**src/sv/hdlc_frame_wire_queue_defines.svh**
```systemverilog
// Assertion macros shared by the frame wire queue RTL.
// Depends on nothing; included by the top level, which writes its checks with these.
`ifndef HDLC_FRAME_WIRE_QUEUE_DEFINES_SVH
`define HDLC_FRAME_WIRE_QUEUE_DEFINES_SVH

// The condition must never hold outside reset.
`define HFWQ_ASSERT_NEVER(lbl, clk, rst_n, cond, msg) \
    lbl: assert property (@(posedge clk) disable iff (!rst_n) !(cond)) else $error(msg);

// The consequent must hold in the cycle after the antecedent.
`define HFWQ_ASSERT_NEXT(lbl, clk, rst_n, ante, cons, msg) \
    lbl: assert property (@(posedge clk) disable iff (!rst_n) (ante) |=> (cons)) \
        else $error(msg);

`endif

```
**src/sv/hfwq_pkg.sv**
```systemverilog
// Shared types and codes for the frame wire queue.
// Depends on nothing; used by every module of the block.
package hfwq_pkg;

    // One queue entry: byte plus address and end-of-frame marks.
    typedef struct packed {
        logic       end_mark;
        logic       addr_mark;
        logic [7:0] data;
    } hfwq_entry_t;

    typedef enum logic [2:0] {
        CMD_SEND    = 3'd0,
        CMD_EOF     = 3'd1,
        CMD_RECEIVE = 3'd2,
        CMD_PEEK    = 3'd3,
        CMD_DISCARD = 3'd4,
        CMD_RESEND  = 3'd5
    } hfwq_cmd_t;

    typedef enum logic [1:0] {
        ST_IDLE,
        ST_RUN,
        ST_FLUSH,
        ST_DISC
    } hfwq_state_t;

    // Control from the sequencer to the hold-back buffer.
    typedef struct packed {
        logic push;
        logic clear;
    } hfwq_hold_ctrl_t;

endpackage

```
**src/sv/hfwq_ring.sv**
```systemverilog
// Ring storage of the frame wire queue: one write port, one registered read port.
// Depends on hfwq_pkg for the entry type.
module hfwq_ring
    import hfwq_pkg::*;
#(
    parameter int RING_DEPTH = 256,
    localparam int PTR_W = $clog2(RING_DEPTH)
) (
    input  logic              clk,
    input  logic              wr_en,
    input  logic [PTR_W-1:0]  wr_addr,
    input  hfwq_entry_t       wr_entry,
    input  logic [PTR_W-1:0]  rd_addr,
    output hfwq_entry_t       rd_entry
);

    hfwq_entry_t mem [RING_DEPTH];
    hfwq_entry_t rd_entry_reg;

    always_ff @(posedge clk)
    begin
        if (wr_en)
        begin
            mem[wr_addr] <= wr_entry;
        end
    end

    always_ff @(posedge clk)
    begin
        rd_entry_reg <= mem[rd_addr];
    end

    assign rd_entry = rd_entry_reg;

endmodule

```
**src/sv/hfwq_hold.sv**
```systemverilog
// Hold-back buffer: keeps the newest sent bytes until the frame end is known.
// Depends on hfwq_pkg for the entry and control types.
module hfwq_hold
    import hfwq_pkg::*;
#(
    parameter int HOLD_DEPTH = 3,
    localparam int CNT_W = $clog2(HOLD_DEPTH + 1),
    localparam int IDX_W = (HOLD_DEPTH > 1) ? $clog2(HOLD_DEPTH) : 1
) (
    input  logic              clk,
    input  logic              rst_n,
    input  hfwq_hold_ctrl_t   ctrl,
    input  logic [7:0]        push_byte,
    input  logic [IDX_W-1:0]  rd_idx,
    output logic [CNT_W-1:0]  count,
    output logic              full,
    output hfwq_entry_t       head,
    output hfwq_entry_t       rd_entry
);

    hfwq_entry_t          hold_reg  [HOLD_DEPTH];
    hfwq_entry_t          hold_next [HOLD_DEPTH];
    logic [CNT_W-1:0]     count_reg;
    logic [CNT_W-1:0]     count_next;
    hfwq_entry_t          new_entry;

    always_comb
    begin
        // Only a byte that opens an empty buffer starts a frame.
        new_entry.end_mark  = 1'b0;
        new_entry.addr_mark = (count_reg == '0);
        new_entry.data      = push_byte;

        hold_next  = hold_reg;
        count_next = count_reg;
        if (ctrl.clear)
        begin
            count_next = '0;
        end
        else if (ctrl.push)
        begin
            if (!full)
            begin
                hold_next[count_reg[IDX_W-1:0]] = new_entry;
                count_next = count_reg + CNT_W'(1);
            end
            else
            begin
                // The oldest entry leaves for the ring; the rest move down.
                for (int i = 0; i < HOLD_DEPTH - 1; i++)
                begin
                    hold_next[i] = hold_reg[i + 1];
                end
                hold_next[HOLD_DEPTH - 1] = new_entry;
            end
        end
    end

    always_ff @(posedge clk or negedge rst_n)
    begin
        if (!rst_n)
        begin
            count_reg <= '0;
        end
        else
        begin
            count_reg <= count_next;
        end
    end

    always_ff @(posedge clk)
    begin
        hold_reg <= hold_next;
    end

    assign full     = (count_reg == CNT_W'(HOLD_DEPTH));
    assign count    = count_reg;
    assign head     = hold_reg[0];
    assign rd_entry = hold_reg[rd_idx];

endmodule

```
**src/sv/hdlc_frame_wire_queue.sv**
```systemverilog
// Top level of the frame wire queue: command sequencer, pointers and result register.
// Depends on hfwq_pkg, hfwq_ring, hfwq_hold and hdlc_frame_wire_queue_defines.svh.
//
// Usage. A request is taken at a rising edge where start is high and busy is low;
// cmd selects send, end of frame, receive, peek, discontinue or raw resend, and
// data_byte with the two mark inputs carry the payload. Every request gives one
// result: done is high for exactly one cycle and the result ports are valid in
// that cycle. Commands that return nothing show all result fields at zero.
//
// Timing. Send, resend, receive, peek and unknown codes go from the request to the
// run state, which does the work on the ring, and done rises in the cycle after
// that, which is also a cycle in which the next request can be taken. End of frame
// writes one held byte per cycle through the single ring write port in the flush
// state. Discontinue reads one ring entry per cycle through the registered read
// port until it drops a frame end or finds the ring empty. The ring read is
// addressed with the next read pointer, so the registered port is ready in time.
//
// Reset clears the pointers, the hold count and the sequencer; no clearing pass
// runs, because only entries that were written since reset can ever be read.
// The receiver cannot stall: results are presented once and must be taken.
`include "hdlc_frame_wire_queue_defines.svh"

module hdlc_frame_wire_queue
    import hfwq_pkg::*;
#(
    parameter int RING_DEPTH = 256,
    parameter int HOLD_DEPTH = 3
) (
    input  logic        clk,
    input  logic        rst_n,
    input  logic        start,
    output logic        busy,
    input  logic [2:0]  cmd,
    input  logic [7:0]  data_byte,
    input  logic        in_address_mark,
    input  logic        in_end_mark,
    output logic        done,
    output logic [7:0]  out_byte,
    output logic        out_address_mark,
    output logic        out_end_mark,
    output logic        out_data_mark,
    output logic        ring_empty,
    output logic        no_frame_end
);

    localparam int PTR_W = $clog2(RING_DEPTH);
    localparam int CNT_W = $clog2(HOLD_DEPTH + 1);
    localparam int IDX_W = (HOLD_DEPTH > 1) ? $clog2(HOLD_DEPTH) : 1;

    hfwq_state_t       state_reg, state_next;
    logic [PTR_W-1:0]  rp_reg, rp_next;
    logic [PTR_W-1:0]  wp_reg, wp_next;
    logic [IDX_W-1:0]  flush_idx_reg, flush_idx_next;

    // Request captured at acceptance.
    logic [2:0]        cmd_reg, cmd_next;
    logic [7:0]        byte_reg, byte_next;
    logic              amark_reg, amark_next;
    logic              emark_reg, emark_next;

    // Result register.
    logic              done_reg, done_next;
    logic [7:0]        out_byte_reg, out_byte_next;
    logic              out_amark_reg, out_amark_next;
    logic              out_emark_reg, out_emark_next;
    logic              out_dmark_reg, out_dmark_next;
    logic              empty_reg, empty_next;
    logic              nfe_reg, nfe_next;

    logic              wr_en;
    hfwq_entry_t       wr_entry;
    hfwq_entry_t       ring_rd;
    hfwq_hold_ctrl_t   hold_ctrl;
    logic [CNT_W-1:0]  hold_count;
    logic              hold_full;
    hfwq_entry_t       hold_head;
    hfwq_entry_t       hold_rd;
    logic              accept;
    logic              ring_is_empty;
    logic              flush_last;

    function automatic logic [PTR_W-1:0] advance(input logic [PTR_W-1:0] p);
        logic [PTR_W-1:0] r;
        if (p == PTR_W'(RING_DEPTH - 1))
        begin
            r = '0;
        end
        else
        begin
            r = p + PTR_W'(1);
        end
        return r;
    endfunction

    hfwq_ring #(
        .RING_DEPTH (RING_DEPTH)
    ) u_ring (
        .clk      (clk),
        .wr_en    (wr_en),
        .wr_addr  (wp_reg),
        .wr_entry (wr_entry),
        .rd_addr  (rp_next),
        .rd_entry (ring_rd)
    );

    hfwq_hold #(
        .HOLD_DEPTH (HOLD_DEPTH)
    ) u_hold (
        .clk       (clk),
        .rst_n     (rst_n),
        .ctrl      (hold_ctrl),
        .push_byte (byte_reg),
        .rd_idx    (flush_idx_reg),
        .count     (hold_count),
        .full      (hold_full),
        .head      (hold_head),
        .rd_entry  (hold_rd)
    );

    assign busy          = (state_reg != ST_IDLE);
    assign accept        = start && !busy;
    assign ring_is_empty = (rp_reg == wp_reg);
    assign flush_last    = ((CNT_W'(flush_idx_reg) + CNT_W'(1)) == hold_count);

    // The ring is read at rp_next every cycle. Writes happen only in the run and
    // flush states, both of which end in idle, and idle reads the head again, so in
    // the run and discard states ring_rd always holds the entry at rp_reg.
    always_comb
    begin
        state_next     = state_reg;
        rp_next        = rp_reg;
        wp_next        = wp_reg;
        flush_idx_next = flush_idx_reg;
        cmd_next       = cmd_reg;
        byte_next      = byte_reg;
        amark_next     = amark_reg;
        emark_next     = emark_reg;
        wr_en          = 1'b0;
        wr_entry       = hold_head;
        hold_ctrl      = '0;
        done_next      = 1'b0;
        out_byte_next  = '0;
        out_amark_next = 1'b0;
        out_emark_next = 1'b0;
        out_dmark_next = 1'b0;
        empty_next     = 1'b0;
        nfe_next       = 1'b0;

        unique case (state_reg)
            ST_IDLE:
            begin
                if (accept)
                begin
                    cmd_next       = cmd;
                    byte_next      = data_byte;
                    amark_next     = in_address_mark;
                    emark_next     = in_end_mark;
                    flush_idx_next = '0;
                    if (cmd == CMD_DISCARD)
                    begin
                        state_next = ST_DISC;
                    end
                    else if (cmd == CMD_EOF && hold_count != '0)
                    begin
                        state_next = ST_FLUSH;
                    end
                    else
                    begin
                        state_next = ST_RUN;
                    end
                end
            end

            ST_RUN:
            begin
                state_next = ST_IDLE;
                done_next  = 1'b1;
                case (cmd_reg)
                    CMD_SEND:
                    begin
                        hold_ctrl.push = 1'b1;
                        if (hold_full)
                        begin
                            wr_en    = 1'b1;
                            wr_entry = hold_head;
                            wp_next  = advance(wp_reg);
                        end
                    end
                    CMD_RESEND:
                    begin
                        wr_en             = 1'b1;
                        wr_entry.data      = byte_reg;
                        wr_entry.addr_mark = amark_reg;
                        wr_entry.end_mark  = emark_reg;
                        wp_next           = advance(wp_reg);
                    end
                    CMD_RECEIVE, CMD_PEEK:
                    begin
                        if (ring_is_empty)
                        begin
                            empty_next = 1'b1;
                        end
                        else
                        begin
                            out_byte_next  = ring_rd.data;
                            out_amark_next = ring_rd.addr_mark;
                            out_emark_next = ring_rd.end_mark;
                            if (cmd_reg == CMD_RECEIVE)
                            begin
                                rp_next = advance(rp_reg);
                            end
                            else
                            begin
                                out_dmark_next = !ring_rd.addr_mark && !ring_rd.end_mark;
                            end
                        end
                    end
                    default:
                    begin
                        // End of frame with nothing held and unused codes do nothing.
                    end
                endcase
            end

            ST_FLUSH:
            begin
                // Held bytes go out oldest first; the newest gets the end mark.
                wr_en             = 1'b1;
                wr_entry          = hold_rd;
                wr_entry.end_mark = hold_rd.end_mark | flush_last;
                wp_next           = advance(wp_reg);
                flush_idx_next    = flush_idx_reg + IDX_W'(1);
                if (flush_last)
                begin
                    hold_ctrl.clear = 1'b1;
                    state_next      = ST_IDLE;
                    done_next       = 1'b1;
                end
            end

            ST_DISC:
            begin
                if (ring_is_empty)
                begin
                    nfe_next   = 1'b1;
                    done_next  = 1'b1;
                    state_next = ST_IDLE;
                end
                else
                begin
                    rp_next = advance(rp_reg);
                    if (ring_rd.end_mark)
                    begin
                        done_next  = 1'b1;
                        state_next = ST_IDLE;
                    end
                end
            end

            default:
            begin
                state_next = ST_IDLE;
            end
        endcase
    end

    always_ff @(posedge clk or negedge rst_n)
    begin
        if (!rst_n)
        begin
            state_reg <= ST_IDLE;
            rp_reg    <= '0;
            wp_reg    <= '0;
            done_reg  <= 1'b0;
        end
        else
        begin
            state_reg <= state_next;
            rp_reg    <= rp_next;
            wp_reg    <= wp_next;
            done_reg  <= done_next;
        end
    end

    always_ff @(posedge clk)
    begin
        flush_idx_reg <= flush_idx_next;
        cmd_reg       <= cmd_next;
        byte_reg      <= byte_next;
        amark_reg     <= amark_next;
        emark_reg     <= emark_next;
        out_byte_reg  <= out_byte_next;
        out_amark_reg <= out_amark_next;
        out_emark_reg <= out_emark_next;
        out_dmark_reg <= out_dmark_next;
        empty_reg     <= empty_next;
        nfe_reg       <= nfe_next;
    end

    assign done             = done_reg;
    assign out_byte         = out_byte_reg;
    assign out_address_mark = out_amark_reg;
    assign out_end_mark     = out_emark_reg;
    assign out_data_mark    = out_dmark_reg;
    assign ring_empty       = empty_reg;
    assign no_frame_end     = nfe_reg;

    // done never rises in the cycle after a request is accepted; every request first passes through a work state.
    `HFWQ_ASSERT_NEXT(a_no_done_after_accept, clk, rst_n, accept, !done_reg, "done right after accept")
    // The empty report and the missing frame end belong to different commands.
    `HFWQ_ASSERT_NEVER(a_flags_exclusive, clk, rst_n, empty_reg && nfe_reg, "conflicting result flags")
    // The hold buffer never keeps more than its depth.
    `HFWQ_ASSERT_NEVER(a_hold_bound, clk, rst_n, hold_count > CNT_W'(HOLD_DEPTH), "hold overflow")
    // A flush only runs while bytes are held.
    `HFWQ_ASSERT_NEVER(a_flush_nonempty, clk, rst_n, (state_reg == ST_FLUSH) && (hold_count == '0), "flush with empty hold")

endmodule

```
**config.mk**
```make
export PLATFORM = sky130hd
export DESIGN_NAME = hdlc_frame_wire_queue
export DESIGN_NICKNAME = d
export VERILOG_FILES = /design/src/sv/hfwq_pkg.sv /design/src/sv/hfwq_ring.sv /design/src/sv/hfwq_hold.sv /design/src/sv/hdlc_frame_wire_queue.sv
export VERILOG_INCLUDE_DIRS = /design/src /design/src/sv
export SDC_FILE = /design/constraint.sdc
export NUM_CORES = 2
export LEC_CHECK = 0
export BUFFER_PORTS_ARGS = -buffer_cell sky130_fd_sc_hd__clkbuf_2
export CORE_ASPECT_RATIO = 0.9
export CORE_MARGIN = 2
export CORE_UTILIZATION = 49
export DETAILED_ROUTE_END_ITERATION = 8
export PLACE_DENSITY_LB_ADDON = 0.3
export SETUP_SLACK_MARGIN = 0.3
export SYNTH_ARGS = -nofsm -noshare
export SYNTH_HDL_FRONTEND = slang
export SYNTH_SLANG_ARGS = --single-unit
```
**constraint.sdc**
```tcl
create_clock -name clk -period 19.7 [get_ports clk]
set_input_delay 3.94 -clock clk [delete_from_list [all_inputs] [get_ports clk]]
set_output_delay 3.94 -clock clk [all_outputs]
set_load 0.01 [all_outputs]
```
==> flow_metrics.tcl <==
set metrics [dict create \
    clock_latency_ps 970 \
    synth_top_area_frac 0.740 \
    overflow 0 \
    rows 161 \
    die_x_um 494 \
    p_leak_uw 0.0384 \
    synth_seq_cells 2649 \
    cts_hold_buf 0 \
    gp_congestion 1.09 \
    antenna_found_initial 25 \
    cts_tree "done" \
    drv_slew 14 \
    wl_per_cell_um 31.7 \
    ys_types 98 \
    cts_root_buf "clkbuf_16" \
    cts_buffers 280 \
    synth_seq_area_share 0.749 \
    grt_pass1_wl_mm 478 \
    die_y_um 445 \
    critPathArrivalTime_ps 8100 \
    clock_path_buffers 4 \
    yosys_warnings 0 \
    fmax_mhz 137 \
    die_area_um2 220000 \
    dr.pass1.iters 9 \
    hold_viol 0 \
    timing.setup.tns_ps 0 \
    rsz0062_at_grt "no" \
    end_kind "register" \
    grtUsageTotal 0.303 \
    largest_register_ffs 2560 \
    final_net_count 7710 \
    critPathMaxFanout 130 \
    violations "max-capacitance violations, max-slew violations" \
    wl_mm 340 \
    synth.avg_cell_area_um2 13.8 \
    drive_gt1_frac 0.0873 \
    whs_ps 564 \
    vdd_drop_max_uv 145 \
    cts_sinks 2649 \
    sequential_cell_area_um2 79200 \
    yosys.area.top_type "edfxtp_1" \
    fillers 17000 \
    utilization 0.549 \
    synthTopCellsByArea "edfxtp_1, nand2_1, nand3_1" \
    maxCapViolCount 6 \
    io_buffers 30 \
    start_util 0.494 \
    synthArstFlopShare 0.00793 \
    worst-setup-path-type "reg -> reg" \
    final_cell_mix "edfxtp_1, nand2_1, nand3_1, nor2_1, clkbuf_16" \
    cts-htree-levels 5 \
    hpwl_mm 201 \
    drtIter0Drc 12500 \
    cts_setup_buffers 0 \
    post-route-period-util 0.371 \
    start_kind "register" \
    coreArea_um2 214000 \
    vias_per_cell 6.51 \
    worstMarginPinSlew_ps 1600 \
    postRouteAntennaNets 0 \
    setup_violations 0 \
    layout_commonest_cell "edfxtp_1" \
    remaining_drc_errors 0 \
    post_cts_resized 0 \
    min_period_ps 7320 \
    clk_pin_slew_ps 60 \
    grt_max_degree 213 \
    synth_edf_count 2605 \
    min_path_type "reg -> reg" \
    synthCells 7689 \
    grt_pass1_vias 64000 \
    vias 69800 \
    ys.flop_type "edfxtp_1" \
    cp.required_ps 20480 \
    max_slew_margin -0.0771 \
    multiInputGateArea_um2 24400 \
    ios 31 \
    areaGrowthSynthToFinish_pct 11.2 \
    p_per_area_nw_per_um2 147 \
    status "finished with violations" \
    syn_area_um2 106000 \
    worst_clock_skew_ps 73.8 \
    syn_nets 7718 \
]
area by class of cell:
class,count,share of cell area
Sequential cell,2649,0.674
Antenna cell,9,0.000192
Multi-Input combinational cell,4515,0.207
Timing Repair Buffer,203,0.0141
Inverter,32,0.00126
Tap cell,2852,0.0303
Clock buffer,338,0.0635
Clock inverter,124,0.00979
cell usage after synthesis, types with 21 or more instances:
| master | n |
|---|---|
| mux2_2 | 39 |
| o211ai_1 | 28 |
| a21oi_1 | 206 |
| nand2_1 | 1744 |
| buf_4 | 31 |
| and3_1 | 89 |
| nor2_1 | 382 |
| a32oi_1 | 64 |
| clkbuf_1 | 118 |
| o22ai_1 | 77 |
| dfxtp_1 | 23 |
| o221ai_1 | 52 |
| nand3_1 | 647 |
| a221oi_1 | 24 |
| a22oi_1 | 69 |
| mux2i_1 | 228 |
| o2111ai_1 | 27 |
| buf_1 | 49 |
| edfxtp_1 | 2605 |
| nor4_1 | 25 |
| nand4_1 | 90 |
| dfrtp_1 | 21 |
| nor3_1 | 42 |
| a211oi_1 | 47 |
| buf_2 | 290 |
| a31oi_1 | 147 |
| inv_1 | 25 |
| o21ai_0 | 151 |
| a22o_1 | 24 |
worst max-delay path, cell delays in order (launching register included):
cell and delay (ps):
dfrtp_1 860, xor2_1 280, nor4_2 60, buf_4 190, a2111oi_4 600, a21oi_4 110
inv_8 460, buf_12 510, buf_12 580, mux2i_1 280, a32oi_1 140, a22oi_1 900
o211ai_1 460, or4_1 560, a31oi_1 630, nand4_1 170
per-layer routing:
| layer | vias up | track usage | share of wire |
|---|---|---|---|
| met4 | 22 | 0.134 | 0.052 |
| li1 | 28900 | - | - |
| met1 | 34700 | 0.428 | 0.38 |
| met2 | 5191 | 0.429 | 0.43 |
| met3 | 893 | 0.0962 | 0.14 |
| met5 | - | 0.00879 | 0.00095 |
metrics by stage:
stage                     setup slack, ps  std cells  area (um^2)  power (uW)
after floorplan                      6270       7689       106000       10600
after global placement              12970      10300       109000       12000
after detailed placement            12880      10300       109000       12100
after CTS                           12880      10700       118000       17100
after global routing                12200      10700       118000       17600
final                               12380      10700       118000       17300
worst paths after layout:
path | depth (start not counted) | start | slack, ps | endpoint
worst max-delay path | 15 | rp_reg[2] | 12380 | u_ring.rd_entry[1]
worst min register to register | 1 | u_ring.rd_entry[2] | 560 | out_byte[2]
max in group asynchronous | 1 | rst_n | 16190 | done
min in group asynchronous | 1 | rst_n | 3010 | wp_reg[1]
worst max register to register | 15 | rp_reg[2] | 12380 | u_ring.rd_entry[1]
worst min-delay path | 1 | u_ring.rd_entry[2] | 560 | out_byte[2]
power by group:
part           switching [uW]  leakage [uW]  internal, uW
combinational            3950        0.0102          1050
sequential               60.6        0.0240          7090
clock                    2130       0.00419          2970
cell families (layout without fill, tap and decap cells):
logic type      Yosys count  count (layout)  synth area share
mux                     271             271            0.0262
compound gates         1091            1091            0.0711
buf+inv                 525             697            0.0235
xor+xnor                 13              13           0.00108
simple gates           3127            3127             0.128
flops                  2649            2649             0.749
fa+ha+maj                13              13           0.00154
other cells               0               9                 0
Note: power is estimated with default switching activity, not from simulation.
